<file path="config.mk">
export PLATFORM = sky130hd
export DESIGN_NAME = symbol_run_block_extractor
export DESIGN_NICKNAME = d
export VERILOG_FILES = /design/src/rtl/sre_pkg.sv /design/src/rtl/sre_type_lane.sv /design/src/rtl/sre_run_ctrl.sv /design/src/rtl/sre_out_fifo.sv /design/src/rtl/symbol_run_block_extractor.sv
export SDC_FILE = /design/constraint.sdc
export NUM_CORES = 2
export LEC_CHECK = 0
export BUFFER_PORTS_ARGS = -buffer_cell sky130_fd_sc_hd__buf_2
export CELL_PAD_IN_SITES_DETAIL_PLACEMENT = 0
export CELL_PAD_IN_SITES_GLOBAL_PLACEMENT = 1
export CORE_UTILIZATION = 30
export DETAILED_ROUTE_END_ITERATION = 10
export PLACE_DENSITY_LB_ADDON = 0.25
export SYNTH_ARGS = -nofsm -noshare
export SYNTH_HDL_FRONTEND = slang
export SYNTH_SLANG_ARGS = --single-unit
export TNS_END_PERCENT = 5
</file>
<file path="constraint.sdc">
create_clock -name i_clk -period 7.55 [get_ports i_clk]
set_clock_uncertainty 0.15 [all_clocks]
set_input_delay 0.3775 -clock i_clk [delete_from_list [all_inputs] [get_ports i_clk]]
set_output_delay 0.3775 -clock i_clk [all_outputs]
set_load 0.01 [all_outputs]
</file>
<file path="src/rtl/sre_pkg.sv">
`default_nettype none
// ----------------------------------------------------------------------------
// sre_pkg
// Shared types, widths and helpers for the symbol run block extractor.
// ----------------------------------------------------------------------------
package sre_pkg;

    localparam int NUM_TYPES = 16;
    localparam int TYPE_W    = 4;
    localparam int CNT_W     = 16;
    localparam int FIFO_D    = 4;
    localparam int FIFO_AW   = 2;

    localparam logic [CNT_W-1:0] CNT_LIMIT = '1;
    localparam logic [CNT_W-1:0] CNT_ONE   = CNT_W'(1);

    // a run that just closed
    typedef struct packed {
        logic              vld;
        logic [TYPE_W-1:0] typ;
        logic [CNT_W-1:0]  len;
        logic [CNT_W-1:0]  start;
    } t_close;

    // one output word
    typedef struct packed {
        logic [TYPE_W-1:0] typ;
        logic [CNT_W-1:0]  len;
        logic [CNT_W-1:0]  start;
        logic [CNT_W-1:0]  occ;
        logic [CNT_W-1:0]  max_runs;
        logic              last;
    } t_rec;

    function automatic logic [CNT_W-1:0] sat_inc(input logic [CNT_W-1:0] v);
        return (v == CNT_LIMIT) ? v : v + CNT_ONE;
    endfunction

endpackage
`default_nettype wire

</file>
<file path="src/rtl/sre_type_lane.sv">
`default_nettype none
// ----------------------------------------------------------------------------
// sre_type_lane
// Per-type run counters: runs in the current chain and the greatest
// runs-per-chain seen so far.
// ----------------------------------------------------------------------------
module sre_type_lane (
    input  wire logic                      i_clk,
    input  wire logic                      i_rst_n,
    input  wire logic                      i_inc,
    input  wire logic                      i_clear,
    output logic [sre_pkg::CNT_W-1:0]      o_occ,
    output logic [sre_pkg::CNT_W-1:0]      o_max_nxt
);
    import sre_pkg::*;

    logic [CNT_W-1:0] r_cnt;
    logic [CNT_W-1:0] r_max;
    logic [CNT_W-1:0] n_cnt;
    logic [CNT_W-1:0] n_max;
    logic [CNT_W-1:0] w_cnt_inc;

    always_comb begin
        w_cnt_inc = sat_inc(r_cnt);
        n_cnt     = r_cnt;
        n_max     = r_max;
        if (i_inc) begin
            n_cnt = w_cnt_inc;
            if (r_max < w_cnt_inc) begin
                n_max = w_cnt_inc;
            end
        end
        // chain done: the run count restarts for the next chain; the maximum is kept
        if (i_clear) begin
            n_cnt = '0;
        end
    end

    assign o_occ     = r_cnt;
    assign o_max_nxt = n_max;

    always_ff @(posedge i_clk) begin
        if (!i_rst_n) begin
            r_cnt <= '0;
            r_max <= '0;
        end else begin
            r_cnt <= n_cnt;
            r_max <= n_max;
        end
    end

endmodule
`default_nettype wire

</file>
<file path="src/rtl/sre_run_ctrl.sv">
`default_nettype none
// ----------------------------------------------------------------------------
// sre_run_ctrl
// Tracks the open run and chain position; reports up to two closed runs
// per monomer (run ended by a type change, then the flushed final run).
// ----------------------------------------------------------------------------
module sre_run_ctrl (
    input  wire logic                          i_clk,
    input  wire logic                          i_rst_n,
    input  wire logic                          i_fire,
    input  wire logic [sre_pkg::TYPE_W-1:0]    i_type,
    input  wire logic                          i_end,
    input  wire logic [sre_pkg::NUM_TYPES-1:0] i_mask,
    output sre_pkg::t_close                    o_close1,
    output sre_pkg::t_close                    o_close2
);
    import sre_pkg::*;

    logic              r_in_chain;
    logic [TYPE_W-1:0] r_run_type;
    logic [CNT_W-1:0]  r_run_len;
    logic [CNT_W-1:0]  r_run_start;
    logic [CNT_W-1:0]  r_pos;

    logic              n_in_chain;
    logic [TYPE_W-1:0] n_run_type;
    logic [CNT_W-1:0]  n_run_len;
    logic [CNT_W-1:0]  n_run_start;
    logic [CNT_W-1:0]  n_pos;
    logic [CNT_W-1:0]  w_pos_inc;
    t_close            w_c1;
    t_close            w_c2;

    always_comb begin
        w_pos_inc   = sat_inc(r_pos);
        w_c1        = '0;
        w_c2        = '0;
        n_in_chain  = r_in_chain;
        n_run_type  = r_run_type;
        n_run_len   = r_run_len;
        n_run_start = r_run_start;
        n_pos       = r_pos;

        if (!r_in_chain) begin
            n_in_chain  = 1'b1;
            n_run_type  = i_type;
            n_run_len   = CNT_ONE;
            n_run_start = CNT_ONE;
            n_pos       = CNT_ONE;
        end else begin
            n_pos = w_pos_inc;
            if (i_type == r_run_type) begin
                n_run_len = sat_inc(r_run_len);
            end else begin
                w_c1.vld    = i_fire && i_mask[r_run_type];
                w_c1.typ    = r_run_type;
                w_c1.len    = r_run_len;
                w_c1.start  = r_run_start;
                n_run_type  = i_type;
                n_run_len   = CNT_ONE;
                n_run_start = w_pos_inc;
            end
        end

        // flush the run that this monomer leaves open
        w_c2.vld   = i_fire && i_end && i_mask[n_run_type];
        w_c2.typ   = n_run_type;
        w_c2.len   = n_run_len;
        w_c2.start = n_run_start;

        if (i_end) begin
            n_in_chain  = 1'b0;
            n_run_type  = '0;
            n_run_len   = '0;
            n_run_start = '0;
            n_pos       = '0;
        end
    end

    assign o_close1 = w_c1;
    assign o_close2 = w_c2;

    always_ff @(posedge i_clk) begin
        if (!i_rst_n) begin
            r_in_chain  <= 1'b0;
            r_run_type  <= '0;
            r_run_len   <= '0;
            r_run_start <= '0;
            r_pos       <= '0;
        end else if (i_fire) begin
            r_in_chain  <= n_in_chain;
            r_run_type  <= n_run_type;
            r_run_len   <= n_run_len;
            r_run_start <= n_run_start;
            r_pos       <= n_pos;
        end
    end

endmodule
`default_nettype wire

</file>
<file path="src/rtl/sre_out_fifo.sv">
`default_nettype none
// ----------------------------------------------------------------------------
// sre_out_fifo
// Small output queue taking up to two words per cycle, one out per cycle.
// ----------------------------------------------------------------------------
module sre_out_fifo (
    input  wire logic                        i_clk,
    input  wire logic                        i_rst_n,
    input  wire logic                        i_push0,
    input  wire sre_pkg::t_rec               i_data0,
    input  wire logic                        i_push1,
    input  wire sre_pkg::t_rec               i_data1,
    input  wire logic                        i_pop,
    output sre_pkg::t_rec                    o_head,
    output logic                             o_valid,
    output logic [sre_pkg::FIFO_AW:0]        o_count
);
    import sre_pkg::*;

    t_rec               r_mem [FIFO_D];
    logic [FIFO_AW-1:0] r_wr_ptr;
    logic [FIFO_AW-1:0] r_rd_ptr;
    logic [FIFO_AW:0]   r_cnt;
    logic [FIFO_AW:0]   n_cnt;
    logic [FIFO_AW-1:0] w_wr_ptr1;
    logic               w_pop;

    assign w_pop     = i_pop && (r_cnt != '0);
    assign w_wr_ptr1 = r_wr_ptr + FIFO_AW'(1);

    always_comb begin
        n_cnt = r_cnt + (FIFO_AW+1)'(i_push0) + (FIFO_AW+1)'(i_push1)
              - (FIFO_AW+1)'(w_pop);
    end

    always_ff @(posedge i_clk) begin
        if (i_push0) begin
            r_mem[r_wr_ptr] <= i_data0;
        end
        if (i_push1) begin
            r_mem[w_wr_ptr1] <= i_data1;
        end
    end

    always_ff @(posedge i_clk) begin
        if (!i_rst_n) begin
            r_wr_ptr <= '0;
            r_rd_ptr <= '0;
            r_cnt    <= '0;
        end else begin
            r_wr_ptr <= r_wr_ptr + FIFO_AW'(i_push0) + FIFO_AW'(i_push1);
            r_rd_ptr <= r_rd_ptr + FIFO_AW'(w_pop);
            r_cnt    <= n_cnt;
        end
    end

    assign o_head  = r_mem[r_rd_ptr];
    assign o_valid = (r_cnt != '0);
    assign o_count = r_cnt;

endmodule
`default_nettype wire

</file>
<file path="src/rtl/symbol_run_block_extractor.sv">
`default_nettype none
// Path: a taken monomer waits in the input register until the output queue has
//   room for two words, then the run/counter update writes the output queue.
// Throughput: one monomer per cycle while unstalled and each yields at most one
//   word; a chain end closing two runs gives two; output is one word per cycle.
// Reset (synchronous, active low) clears run state, all per-type counters,
//   the mask and the output queue; no clearing pass, ready at once.
// ----------------------------------------------------------------------------
// symbol_run_block_extractor
// Run-length block extractor for monomer chains with per-type run counts.
// ----------------------------------------------------------------------------
module symbol_run_block_extractor (
    input  wire logic                         i_clk,
    input  wire logic                         i_rst_n,
    input  wire logic                         i_in_valid,
    output logic                              o_in_stall,
    input  wire logic [sre_pkg::TYPE_W-1:0]   i_monomer_type,
    input  wire logic                         i_chain_end,
    output logic                              o_out_valid,
    input  wire logic                         i_out_stall,
    output logic [sre_pkg::TYPE_W-1:0]        o_block_type,
    output logic [sre_pkg::CNT_W-1:0]         o_block_length,
    output logic [sre_pkg::CNT_W-1:0]         o_block_start,
    output logic [sre_pkg::CNT_W-1:0]         o_occurrence_number,
    output logic [sre_pkg::CNT_W-1:0]         o_type_max_runs,
    output logic                              o_last_of_item,
    input  wire logic                         i_cfg_valid,
    output logic                              o_cfg_ready,
    input  wire logic [sre_pkg::NUM_TYPES-1:0] i_cfg_data
);
    import sre_pkg::*;

    logic                 r_in_vld;
    logic [TYPE_W-1:0]    r_in_type;
    logic                 r_in_end;
    logic [NUM_TYPES-1:0] r_mask;

    logic                 w_fire;
    logic                 w_take;
    logic [FIFO_AW:0]     w_fifo_cnt;
    t_close               w_c1;
    t_close               w_c2;
    t_rec                 w_rec1;
    t_rec                 w_rec2;
    t_rec                 w_head;
    logic [CNT_W-1:0]     w_occ     [NUM_TYPES];
    logic [CNT_W-1:0]     w_max_nxt [NUM_TYPES];
    logic [NUM_TYPES-1:0] w_inc;

    // queue must hold both words an item may produce
    assign w_fire     = r_in_vld && (w_fifo_cnt <= (FIFO_AW+1)'(FIFO_D - 2));
    assign o_in_stall = r_in_vld && !w_fire;
    assign w_take     = i_in_valid && !o_in_stall;

    always_ff @(posedge i_clk) begin
        if (!i_rst_n) begin
            r_in_vld <= 1'b0;
        end else if (w_take) begin
            r_in_vld <= 1'b1;
        end else if (w_fire) begin
            r_in_vld <= 1'b0;
        end
    end

    always_ff @(posedge i_clk) begin
        if (w_take) begin
            r_in_type <= i_monomer_type;
            r_in_end  <= i_chain_end;
        end
    end

    assign o_cfg_ready = 1'b1;

    always_ff @(posedge i_clk) begin
        if (!i_rst_n) begin
            r_mask <= '0;
        end else if (i_cfg_valid && o_cfg_ready) begin
            r_mask <= i_cfg_data;
        end
    end

    sre_run_ctrl u_run (
        .i_clk    (i_clk),
        .i_rst_n  (i_rst_n),
        .i_fire   (w_fire),
        .i_type   (r_in_type),
        .i_end    (r_in_end),
        .i_mask   (r_mask),
        .o_close1 (w_c1),
        .o_close2 (w_c2)
    );

    for (genvar k = 0; k < NUM_TYPES; k++) begin : g_lane
        assign w_inc[k] = (w_c1.vld && (w_c1.typ == TYPE_W'(k)))
                       || (w_c2.vld && (w_c2.typ == TYPE_W'(k)));

        sre_type_lane u_lane (
            .i_clk     (i_clk),
            .i_rst_n   (i_rst_n),
            .i_inc     (w_inc[k]),
            .i_clear   (w_fire && r_in_end),
            .o_occ     (w_occ[k]),
            .o_max_nxt (w_max_nxt[k])
        );
    end

    always_comb begin
        w_rec1.typ      = w_c1.typ;
        w_rec1.len      = w_c1.len;
        w_rec1.start    = w_c1.start;
        w_rec1.occ      = w_occ[w_c1.typ];
        w_rec1.max_runs = w_max_nxt[w_c1.typ];
        w_rec1.last     = !w_c2.vld;

        w_rec2.typ      = w_c2.typ;
        w_rec2.len      = w_c2.len;
        w_rec2.start    = w_c2.start;
        w_rec2.occ      = w_occ[w_c2.typ];
        w_rec2.max_runs = w_max_nxt[w_c2.typ];
        w_rec2.last     = 1'b1;
    end

    sre_out_fifo u_fifo (
        .i_clk   (i_clk),
        .i_rst_n (i_rst_n),
        .i_push0 (w_c1.vld || w_c2.vld),
        .i_data0 (w_c1.vld ? w_rec1 : w_rec2),
        .i_push1 (w_c1.vld && w_c2.vld),
        .i_data1 (w_rec2),
        .i_pop   (o_out_valid && !i_out_stall),
        .o_head  (w_head),
        .o_valid (o_out_valid),
        .o_count (w_fifo_cnt)
    );

    assign o_block_type        = w_head.typ;
    assign o_block_length      = w_head.len;
    assign o_block_start       = w_head.start;
    assign o_occurrence_number = w_head.occ;
    assign o_type_max_runs     = w_head.max_runs;
    assign o_last_of_item      = w_head.last;

`ifndef SYNTH
    a_fifo_bound: assert property (@(posedge i_clk) disable iff (!i_rst_n)
        w_fifo_cnt <= (FIFO_AW+1)'(FIFO_D))
        else $error("output queue overflow");

    a_two_types: assert property (@(posedge i_clk) disable iff (!i_rst_n)
        (w_c1.vld && w_c2.vld) |-> (w_c1.typ != w_c2.typ))
        else $error("two closed runs of one type");

    a_close_fire: assert property (@(posedge i_clk) disable iff (!i_rst_n)
        (w_c1.vld || w_c2.vld) |-> w_fire)
        else $error("run closed without a processed monomer");

    a_hold_item: assert property (@(posedge i_clk) disable iff (!i_rst_n)
        (r_in_vld && !w_fire) |=> (r_in_vld && $stable(r_in_type) && $stable(r_in_end)))
        else $error("held monomer lost");
`endif

endmodule
`default_nettype wire
</file>
Word-level counts from Yosys, hierarchy flattened
Memories as Yosys holds them, arrays and structs flattened. A register that Yosys moved wholly into a read port is not among the register bits. Cells that the tools add are included.

Add/sub/neg operators: 25. Order comparisons: 21. Equal/unequal tests: 49. Mux-type cells: 88. Bitwise logic cells: 3. Reductions and logical operators: 67.

Operators with widths (count): 16-bit two-way mux (66); 16-bit by 1-bit adder with 16-bit output, second input constant (18); 16-bit equality test, second input constant (18); 16-bit binary-select mux with 4-bit select (4); 16-bit < comparator (16); 37-bit two-way mux (2); 69-bit two-way mux (1); 4-bit equality test, second input constant (16); 1-bit logical AND (41); 4-bit by 3-bit equality test with 1-bit output, second input constant (8); 1-bit logical OR (17); 4-bit by 2-bit equality test with 1-bit output, second input constant (4); 4-bit two-way mux (3); 5-bit greater-or-equal comparator, second input constant (2); 4-bit by 5-bit < comparator with 1-bit output, second input constant (2); 4-bit NOT with 5-bit output (2); 1-bit two-way mux (9); 1-bit binary-select mux with 4-bit select (2); 4-bit by 1-bit equality test with 1-bit output, second input constant (2); 4-bit zero test (2); 2-bit by 1-bit adder with 2-bit output (3); 3-bit by 1-bit adder with 3-bit output (2); 4-bit equality test (1); 1-bit zero test (4); other kinds (8) (8).

Bits in registers: 594. Memory bits (writable): 276. Input port bits: 26. Output and inout port bits: 72. Logic and storage cells: 298. Memories: 1.

Memories: u_fifo.r_mem (depth 4, width 69, rd ports 1, clocked after memory_dff 1, write ports 2, RTL line sre_out_fifo.sv:20) `t_rec r_mem [FIFO_D];`.

Logic depth before layout (Yosys ltp)
Word-level depth: 13. Mapped depth: 22.

Modules after synthesis
Synthesis repeated with hierarchy kept, for this count alone.

Cell total of the unflattened synthesis: 6382. Area total of the unflattened synthesis: 62462.4 um^2.

By module, submodules not included: sre_type_lane (g_lane[0].u_lane ...) (times used 14, cells an instance 260, area an instance 2138.3 um^2, sequential area each 640.6 um^2); sre_out_fifo (times used 1, cells an instance 707, area an instance 13626.8 um^2, sequential area each 8428.1 um^2); symbol_run_block_extractor (times used 1, cells an instance 957, area an instance 10143.5 um^2, sequential area each 490.5 um^2); sre_type_lane (g_lane[8].u_lane ...) (times used 2, cells an instance 266, area an instance 2267.2 um^2, sequential area each 640.6 um^2); sre_run_ctrl (times used 1, cells an instance 546, area an instance 4221.5 um^2, sequential area each 1061.0 um^2).

Worst setup path before layout
OpenSTA, ideal clock, no wires.

Path kind: flip-flop to flip-flop. Start: register g_lane[13].u_lane.r_cnt[1]. End: memory u_fifo.r_mem[1][8] in the netlist's numbering, data pin. Arrival: 5.055 ns. Data required time: 7.126 ns. Path slack: 2.071 ns. Cell stages (with the launch flop): 23. Period minus slack after synthesis: 5.479 ns. Path through: dfxtp_1 > ha_1 > clkbuf_1 > nand3_1 > nor4_2 > nor4_1 > and2_1 > xnor2_1 > inv_1 > ha_1 > and4_1 > a21oi_1 > nand4b_1 > a211oi_1 > o32ai_1 > a21oi_2 > buf_4 > mux2i_1 > o22ai_1 > or4_1 > nor3_2 > a21o_1 > o31ai_1.

RTL lines: start, declared (RTL line sre_type_lane.sv:17) `logic [CNT_W-1:0] r_cnt;`; start signal, assigned (RTL line sre_type_lane.sv:47) `r_cnt <= n_cnt;`; end, declared (RTL line sre_out_fifo.sv:20).

==> reports/metrics.cfg <==
[pwr]
ir_drop_mv = 0.185
p_leak_nw = 22.4
p_clk_share_pct = 44.9
combPwrFrac_pct = 13.6
p_switching_mw = 3.44
sw_frac_of_total_pct = 28.8
power_density_nw_per_um2 = 180
power.internal_mw = 8.50
seqPwrFrac_pct = 41.5

[routing]
drc_errors = 0
wire_per_inst_um = 31.3
detail_route.first_pass.iterations = 8
ant_nets = 0
num_vias = 54500
vias_per_cell = 5.86
drt-total-wl_mm = 291
initialDrtViolationCount = 5678

[layout]
fin_util_pct = 34.5
regArea_sq_um = 20200
nFillCells = 19900
fin_nets = 6895
multiInputGateArea_sq_um = 35100
area_growth_pct = 14.3
layout_common_cells = nor2_1, dfxtp_1, nand2_1
drive_gt1_share_pct = 14.4
final_common_cell = nor2_1

[setup_path]
r2r_start = g_lane[12].u_lane.o_occ[0]
startpoint_type = flop
crit_type = flop to flop
cp.required_ns = 7.94
ff2ff_path_depth = 17
r2r_end = u_fifo.r_mem[2][4]
reg2reg_slack_ns = 0.43
path_max_fanout = 11
crit_path_end_kind = flop
cp.arrival_ns = 7.51

[timing]
tightest_slew_ns = 1.18
fmax_mhz = 140
rsz0062_at_grt = no
period_share_pct = 94.3
finalCriticalPeriod_ns = 7.12
finalSetupViolations = 0
hold_violations = 0
setup_total_negative_slack_ns = 0
drv_slew = 0
max_slew_margin_pct = 20.2

[synthesis]
synth_top_area_share_pct = 20.4
ys_async_sr_fraction_pct = 0
synth_seq_area_share_pct = 34.7
synth_area_sq_um = 58100
ys_warn_count = 0
synth_area_leaders = dfxtp_1, edfxtp_1, nor2_1, mux4_2, mux2i_1
yosysUniqueCellTypes = 119
synth_area_leader_cell = dfxtp_1
netlist_instances = 6611
synth_area_per_cell_sq_um = 8.79
synth_flop_cell = dfxtp_1
synth_nets = 6837
ys_ff_latch = 870
synth_edf_count = 277

[global_routing]
grtUsageTotal_pct = 28.9
grt_pass1_vias = 51000
antenna_found_initial = 32
overflow = 0
grt_max_degree = 153
grt_pass1_wl_mm = 405

[floorplanning]
core-area_sq_um = 193000
die_w_um = 442
die_area_sq_um = 195000
start_util_pct = 30.2
fp.dieH_um = 442
ioPinCount = 98
row_count = 161

[clock_tree]
clock-sinks = 870
clockRootBuffer = clkbuf_16
cts_resized = 0
htree_levels = 3
postCtsSetupBuffers = 0
clk_pin_slew_worst_paths_ns = 0.06
clockBufferDepth = 3
cts_tree = yes
clock_latency_ns = 0.82
numCtsBuffers = 106

[flow_run]
cap_viol_max_count = 0

[min_path]
hp-start = i_monomer_type[0]
min_path_cells = 2
hold_path.class = input pin to flop
min_delay_worst_endpoint = r_in_type[0]

[outcome]
status = finished clean

[placement]
hpwl_mm = 224
port_buffers = 96
gp_congestion = 1.10

-- metrics by stage --
step                total power, mW  std cells  hold slack, ns  setup slack (ns)  area, sq um
floorplan                      5.92       6611           0.285              2.07        58100
global placement               6.64       9046           0.297             0.688        62300
detailed placement             6.65       9046           0.308             0.750        62300
CTS                            12.0       9285          0.0747             0.716        66400
global route                   12.3       9285           0.128            0.0946        66400
finish                         11.9       9296           0.128             0.430        66400
-- cells by family after synthesis --
| logic type | share of synthesized area [%] |
|---|---|
| DFF | 34.7 |
| buffers and inverters | 5.04 |
| and+or+nand+nor | 19.4 |
| muxes | 13.0 |
| AOI/OAI and AO/OA | 17.3 |
| xor gates and xnor gates | 5.91 |
| adders and majority gates | 4.67 |
| other | 0.00645 |
-- layer usage --
layer / wire length (um) / GRT usage, % / vias up
met5: 139 / 0 / -
met3: 22200 / 5.82 / 559
met1: 124000 / 37.9 / 27000
met4: 17600 / 15.7 / 20
li1: - / - / 24400
met2: 127000 / 44.5 / 2456
-- timing repair --
item / 4_1_cts / 5_1_grt
setup endpoints to repair: 0 / 0
hold buffers: 41 / 0
hold endpoints to repair: 37 / 0
-- power groups by stage --
stage / clock, mW / combinational [mW] / sequential [mW]
after floorplan: 0 / 0.955 / 4.97
after global placement: 0 / 1.58 / 5.06
after detailed placement: 0 / 1.59 / 5.06
after CTS: 5.47 / 1.61 / 4.96
after global routing: 5.63 / 1.67 / 4.97
final: 5.36 / 1.62 / 4.96
-- final cells by class --
| type | count | share of cell area [%] |
|---|---|---|
| multi-input combinational | 4999 | 52.9 |
| inverter | 242 | 1.39 |
| antenna | 11 | 0.0414 |
| sequential | 870 | 30.4 |
| clock inverter | 41 | 0.786 |
| tap | 2526 | 4.76 |
| clock buffer | 157 | 4.69 |
| timing repair buffer | 450 | 5.03 |
-- worst max path at each step --
stage	startpoint	end	slack, ns	depth (start not counted)
after detailed placement	g_lane[13].u_lane.o_occ[0]	u_fifo.r_mem[1][9]	0.75	22
final	g_lane[12].u_lane.o_occ[0]	u_fifo.r_mem[2][4]	0.43	17
after global routing	g_lane[13].u_lane.o_occ[0]	u_fifo.r_mem[3][9]	0.09	22
after floorplan	g_lane[13].u_lane.o_occ[1]	u_fifo.r_mem[1][8]	2.07	22
after global placement	g_lane[13].u_lane.o_occ[0]	u_fifo.r_mem[1][9]	0.69	22
after CTS	g_lane[13].u_lane.o_occ[0]	u_fifo.r_mem[1][9]	0.72	22
-- worst max-delay path, stage by stage, from the launching register on --
cell and delay (ns):
dfxtp_1 0.55, ha_1 0.37, nand4_1 0.22, or2_2 0.40
or4b_2 0.63, o21ai_0 0.22, ha_1 0.33, and4_1 0.20
and3_1 0.18, mux2i_1 0.45, o2111a_1 0.30, nand2_1 0.24
a21oi_1 0.62, o22ai_1 0.18, a2111oi_0 0.90, and4b_1 0.48
o2bb2ai_1 0.26, o22ai_1 0.16
-- flip-flops by register name, indices dropped and copies added (netlist names) --
signal and flops:
g_lane.u_lane.o_occ 256, g_lane.u_lane.r_max 256, r_in_end 1, r_in_type 4, r_in_vld 1, r_mask 16
u_fifo.o_count 3, u_fifo.r_mem 276, u_fifo.r_rd_ptr 2, u_fifo.r_wr_ptr 2, u_run.r_in_chain 1, u_run.r_pos 16
u_run.r_run_len 16, u_run.r_run_start 16, u_run.r_run_type 4
-- synthesized netlist by cell type, types with 50 or more instances --
master and n:
nor2_1 956, dfxtp_1 593, nand2_1 560, clkbuf_1 381, o21ai_0 295, mux2i_1 286
edfxtp_1 277, a21oi_1 253, inv_1 238, xnor2_1 200, ha_1 197, nand3_1 173
o22ai_1 163, mux4_2 156, xor2_1 156, nor3_1 145, nand4_1 102, mux2_2 100
a31oi_1 90, a22oi_1 84, buf_2 76, o221ai_1 75, and3_1 74, and2_1 70
a211oi_1 67, a22o_1 52, or3_1 50
Power figures use the tool's default switching activity.
